`src/tapq_pkg.sv`:
```
// Shared types and constants for the triangle area, perimeter and quality unit.
`timescale 1ns / 1ps
package tapq_pkg;

    localparam int COORD_BITS_DEF = 16;
    localparam int DA_W = 33;
    localparam int PER_W = 27;
    localparam int Q_W = 17;
    localparam int FRAC_BITS = 8;
    localparam int QUO_BITS = 32;
    localparam int K_SHIFT = 45;
    localparam logic [Q_W-1:0] Q_ONE = 17'h10000;

    typedef struct packed {
        logic signed [15:0] ax;
        logic signed [15:0] ay;
        logic signed [15:0] bx;
        logic signed [15:0] by;
        logic signed [15:0] cx;
        logic signed [15:0] cy;
    } t_tri_in;

    typedef struct packed {
        logic [DA_W-1:0]  double_area;
        logic [PER_W-1:0] perimeter_q8;
        logic [Q_W-1:0]   quality_q16;
        logic             degenerate;
    } t_tri_res;

    function automatic logic [63:0] isqrt64(input logic [63:0] x_in);
        logic [63:0] x;
        logic [63:0] r;
        logic [63:0] b;
        x = x_in;
        r = 64'd0;
        b = 64'd1 << 62;
        for (int i = 0; i < 32; i++) begin
            if (x >= r + b) begin
                x = x - (r + b);
                r = (r >> 1) + b;
            end else begin
                r = r >> 1;
            end
            b = b >> 2;
        end
        return r;
    endfunction

    localparam logic [31:0] K_SQRT12 = 32'(isqrt64(64'd12 << 58));

endpackage

```
`src/tapq_sqrt.sv`:
```
// Pipelined square root of a squared side, one result bit per stage, 8 fraction bits.
`timescale 1ns / 1ps
module tapq_sqrt #(
    parameter int IN_W = 34
) (
    input  logic                                 i_clk,
    input  logic [IN_W-1:0]                      i_x,
    output logic [IN_W/2+tapq_pkg::FRAC_BITS-1:0] o_root
);
    import tapq_pkg::*;

    localparam int XW = IN_W + 2 * FRAC_BITS;
    localparam int RB = XW / 2;
    localparam int RMW = RB + 2;

    logic [RMW-1:0] r_rem  [RB];
    logic [RB-1:0]  r_root [RB];
    logic [XW-1:0]  r_x    [RB];

    for (genvar k = 0; k < RB; k++) begin : g_stage
        logic [RMW-1:0] w_rem_in;
        logic [RB-1:0]  w_root_in;
        logic [XW-1:0]  w_x_in;
        logic [RMW-1:0] w_rem_t;
        logic [RMW-1:0] w_trial;
        logic           w_ge;

        if (k == 0) begin : g_first
            assign w_rem_in  = '0;
            assign w_root_in = '0;
            assign w_x_in    = {i_x, {(2*FRAC_BITS){1'b0}}};
        end else begin : g_next
            assign w_rem_in  = r_rem[k-1];
            assign w_root_in = r_root[k-1];
            assign w_x_in    = r_x[k-1];
        end

        assign w_rem_t = {w_rem_in[RMW-3:0], w_x_in[XW-1 -: 2]};
        assign w_trial = {w_root_in, 2'b01};
        assign w_ge    = (w_rem_t >= w_trial);

        always_ff @(posedge i_clk) begin
            r_rem[k]  <= w_ge ? (w_rem_t - w_trial) : w_rem_t;
            r_root[k] <= {w_root_in[RB-2:0], w_ge};
            r_x[k]    <= {w_x_in[XW-3:0], 2'b00};
        end
    end

    assign o_root = r_root[RB-1];

endmodule

```
`config.mk`:
```
export PLATFORM = sky130hd
export DESIGN_NAME = tapq_sqrt
export DESIGN_NICKNAME = d
export VERILOG_FILES = /design/src/tapq_pkg.sv /design/src/tapq_sqrt.sv
export SDC_FILE = /design/constraint.sdc
export NUM_CORES = 2
export LEC_CHECK = 0
export BUFFER_PORTS_ARGS = -buffer_cell sky130_fd_sc_hd__buf_2
export CORE_MARGIN = 2
export CORE_UTILIZATION = 63
export CTS_BUF_LIST = sky130_fd_sc_hd__clkbuf_16
export CTS_CLUSTER_DIAMETER = 200
export DETAILED_ROUTE_END_ITERATION = 12
export HOLD_SLACK_MARGIN = 0.03
export PLACE_DENSITY = 0.92
export SLEW_MARGIN = 20
export SYNTH_ARGS = -nofsm -noshare
export SYNTH_HDL_FRONTEND = slang
export SYNTH_SLANG_ARGS = --single-unit
```
`constraint.sdc`:
```
create_clock -name i_clk -period 4.4 [get_ports i_clk]
set_clock_uncertainty 0.1 [all_clocks]
set_input_delay 0.44 -clock i_clk [delete_from_list [all_inputs] [get_ports i_clk]]
set_output_delay 0.44 -clock i_clk [all_outputs]
set_load 0.02 [all_outputs]
```
# --- After elaboration in Yosys (flattened, before gate mapping) ---
# Memory sizes are Yosys's and may differ from the RTL's.
# Index checks and enable logic that the tools add are counted.
word_totals:
  register_bits: 0
  wordCells: 78
  in_bits: 35
  output_inout_bits: 25
  n_memories: 3
  mem_bits_rw: 2500
op_classes:
  n_lt_le_gt_ge: 25
  mux: 25
  add_sub_neg: 25
memory_table:
  columns: ["name", "depth", "width", "read_ports", "rd_ports_with_merged_regs", "wr", "line", "source"]
  rows:
  - ["r_x", 25, 48, 24, 0, 25, "tapq_sqrt.sv:18", "logic [XW-1:0] r_x [RB];"]
  - ["r_rem", 25, 27, 24, 0, 25, "tapq_sqrt.sv:16", "logic [RMW-1:0] r_rem [RB];"]
  - ["r_root", 25, 25, 25, 0, 25, "tapq_sqrt.sv:17", "logic [RB-1:0] r_root [RB];"]
op_table:
  columns: ["op", "count"]
  rows:
  - ["$mux 27", 25]
  - ["$ge 27x27->1", 24]
  - ["$sub 27x27->27", 24]
  - ["$sub 2x1->3 const B", 1]
  - ["$ge 2x1->1 const B", 1]

# --- Logic depth before layout (Yosys ltp) ---
# An unclocked memory read counts as a cell.
logic_depth:
  depth_word: 3
  mapped_depth: 13
  mapped_depth_nobuf: 12

# --- Worst setup path before layout ---
# Ideal clock, no wire load.
synth_timing:
  path_kind: "register to register"
  from: "memory r_rem[5][27] in the netlist's numbering"
  to: "memory r_rem[5][78] in the netlist's numbering"
  period_less_slack_ns: 3.208
  setup_ns: 0.121
  t_required_ns: 4.179
  path_stages_with_launch: 12
  path_slack_ns: 1.192
  path_buffers: 0
  t_arrival_ns: 2.987
  cell_sequence: "dfxtp_1 ha_1 inv_1 fa_1 nor2b_1 o31a_1 a2111oi_0 nor4_1 or3_1 a221o_1 a21oi_1 mux2_2"
synth_rtl:
  columns: ["item", "line"]
  rows:
  - ["start: declaration", "tapq_sqrt.sv:16"]

==> results_dict.tcl <==
set metrics [dict create \
    drtIter0Drc 2724 \
    clockBufferDepth 3 \
    r2r_setup_slack_ps 820 \
    fin_crit_ps 3580 \
    ys_seq_area_frac 0.497 \
    crit_slowest_cell "a2111oi_0" \
    wirelength_mm 100 \
    hold_violations 0 \
    synth_fa_ha_area_frac 0.0933 \
    finalCritPeriodShare 0.815 \
    dr.pass1.iters 10 \
    final_cell_count_no_fill 5998 \
    globalRouteOverflowTotal 0 \
    avgSynthCellArea_um2 9.72 \
    end_kind "flip-flop" \
    design.portCount 60 \
    crit_chain "inv_1 > ha_1 > a21oi_1 > o22ai_1 > a2111oi_0 > a211oi_1 > or2_2 > a41oi_1 > xnor2_1 > mux2_2" \
    clock-root-buffer "clkbuf_16" \
    grt_max_degree 38 \
    dieArea_um2 76100 \
    synth_top_family_by_area "compound AO/OA/AOI/OAI gates" \
    ys_seq_elements 1157 \
    synth-edff-count 0 \
    synth_xor_area_frac 0.0784 \
    antenna_left 0 \
    die_y_um 276 \
    cts_setup_buffers 0 \
    p_leak_uw 0.0248 \
    slew_headroom 0.278 \
    ys.flop_type "dfxtp_1" \
    cts_hold_buf 35 \
    worst_pin_slew_ps 1070 \
    die_w_um 276 \
    std_cell_rows 99 \
    grt_pass1_wl_mm 166 \
    clkSinkCount 1157 \
    vdd.ir_drop.worst_uv 453 \
    cts_tree "done" \
    core_um2 73100 \
    cap_violations 0 \
    vias_per_cell 5.81 \
    critical_path_required_ps 4870 \
    place.gp.congestion 0.938 \
    violations "DRC" \
    layout-drive-gt1-share 0.0782 \
    setup_violations 0 \
    drc 4 \
    rsz0062_at_grt "false" \
    power_per_cell_area_nw_per_um2 576 \
    yosys.area_share.simple 0.135 \
    antenna_found_initial 0 \
    finalSetupTns_ps 0 \
    fmax_ghz 0.279 \
    synth_area_um2 46600 \
    syn-num-nets 5169 \
    n_antenna_cell 0 \
    worstSetupPathType "flip-flop to flip-flop" \
    grt_pass1_vias 34600 \
    syn_inst 4791 \
    dpl.cell_count 5758 \
    insertion_delay_ps 690 \
    run_status "complete, but fails checks" \
    hold_path_class "flip-flop to flip-flop" \
    cp_slowest_stage_delay_ps 870 \
    synth-compound-area-share 0.136 \
    startpoint_type "flip-flop" \
    ys_async_sr_fraction 0 \
    maxSlewViolCount 0 \
    area_delta_synth_final_pct 11.9 \
    start_util 0.637 \
    cts-resized-gates 0 \
    nNetsFinal 5324 \
    dp_hpwl_mm 69.6 \
    ys_warn_count 0 \
    crit_fanout 6 \
    htree_num_levels 3 \
    vias 34800 \
    clk_pin_slew_worst_paths_ps 60 \
    numCtsBuffers 110 \
    wl_per_cell_um 16.8 \
    grt_usage 0.262 \
    synth_mux_area_frac 0.0170 \
    port_buffers 59 \
    cp.arrival_ps 4060 \
    reg2reg_depth 10 \
    synthDistinctLibCells 84 \
    hold_depth 0 \
]
## worst max-delay path, delay by kind of cell, from the launching register on
family                     cells  cell delay (ps)
buffers and inverters          1               60
AOI/OAI and AO/OA              5             1820
muxes                          1              270
adders and majority gates      1              370
xor gates and xnor gates       1              110
DFF                            1              360
and+or+nand+nor                1              390
## flip-flops by register name, indices dropped and copies added, names as in the netlist
| name | flops |
|---|---|
| r_x | 272 |
| r_rem | 560 |
| r_root | 325 |
## report_power, final
group	total (µW)	internal [µW]	switching [µW]
logic	6370	2930	3440
clock network	9650	5540	4110
registers	14000	12500	1510
total	30000	21000	9060
## logic make-up (layout without fill, tap and decap cells)
kind of cell / Yosys count / count (layout)
xor+xnor: 416 / 416
simple gates: 1278 / 1278
flops: 1157 / 1157
buf+inv: 518 / 766
fa+ha+maj: 343 / 343
mux: 70 / 70
compound gates: 1008 / 1008
other cells: 1 / 1
## cell usage after synthesis (26+ instances only)
library cell,number,area share
ha_1,336,0.090
and3_1,26,0.0035
o21ai_0,297,0.032
a211oi_1,41,0.0066
o21a_1,70,0.011
inv_1,443,0.036
mux2_2,63,0.015
or4_1,33,0.0053
nand2b_1,51,0.0068
nor2_1,279,0.022
a21oi_1,247,0.027
nand3_1,86,0.0092
nor4_1,62,0.0083
o31ai_1,35,0.0056
xor2_1,196,0.037
nand4_1,48,0.0064
dfxtp_1,1157,0.50
nor2b_1,46,0.0062
xnor2_1,219,0.041
nor3_1,133,0.014
or3_1,49,0.0066
nand2_1,357,0.029
a21o_1,108,0.017
or2_2,39,0.0052
clkbuf_1,64,0.0052
## placed cells by master (no fill, tap or decap), types with 18 or more instances in the layout
cell / synthesis / routed
dfxtp_1: 1157 / 1157
inv_1: 443 / 458
nand2_1: 357 / 357
ha_1: 336 / 336
o21ai_0: 297 / 297
nor2_1: 279 / 277
a21oi_1: 247 / 246
xnor2_1: 219 / 219
xor2_1: 196 / 196
nor3_1: 133 / 133
clkbuf_16: 0 / 110
a21o_1: 108 / 108
nand3_1: 86 / 86
o21a_1: 70 / 70
mux2_2: 63 / 63
nor4_1: 62 / 61
buf_2: 2 / 59
nand2b_1: 51 / 51
or3_1: 49 / 49
nand4_1: 48 / 48
nor2b_1: 46 / 46
a211oi_1: 41 / 40
or2_2: 39 / 39
o31ai_1: 35 / 35
dlygate4sd3_1: 0 / 35
or4_1: 33 / 33
and3_1: 26 / 26
o21bai_1: 25 / 25
buf_4: 1 / 22
a2111oi_0: 21 / 21
o211ai_1: 21 / 21
clkinv_2: 0 / 20
a31oi_1: 21 / 19
a21boi_0: 18 / 18
## routing by layer
metal	vias up	global-route usage	routed length [µm]
met5	-	0	0
met4	0	0.113	3810
met3	310	0.0378	5570
met2	1273	0.470	50400
met1	16400	0.311	40700
li1	16800	-	-
## worst paths after layout
path,to,from
worst max-delay path,r_rem[5][99],r_root[5][56]
worst min-delay path,r_x[0][381],r_x[0][331]
worst max register to register,r_rem[5][99],r_root[5][56]
worst min register to register,r_x[0][381],r_x[0][331]
## metrics by stage
step / hold WS, ps / total power (µW) / utilization / setup slack [ps] / area, µm²
4_1_cts: 206 / 30000 / 0.713 / 859 / 52100
5_1_grt: 213 / 31500 / 0.713 / 621 / 52100
6_report: 205 / 30000 / 0.713 / 816 / 52100
2_1_floorplan: 210 / 18600 / - / 1190 / 46600
3_3_place_gp: 210 / 19900 / 0.657 / 1040 / 48000
3_5_place_dp: 212 / 20300 / 0.657 / 951 / 48000
## layout make-up
class | count | area, µm²
flip-flops and latches | 1157 | 23200
multi-input cells | 3116 | 21500
fillers | 4819 | 21000
clock buffers | 110 | 2750
inverters | 445 | 1670
well taps | 959 | 1200
clock inverters | 95 | 1010
repair buffers | 116 | 811
(Power assumes the default switching activity.)
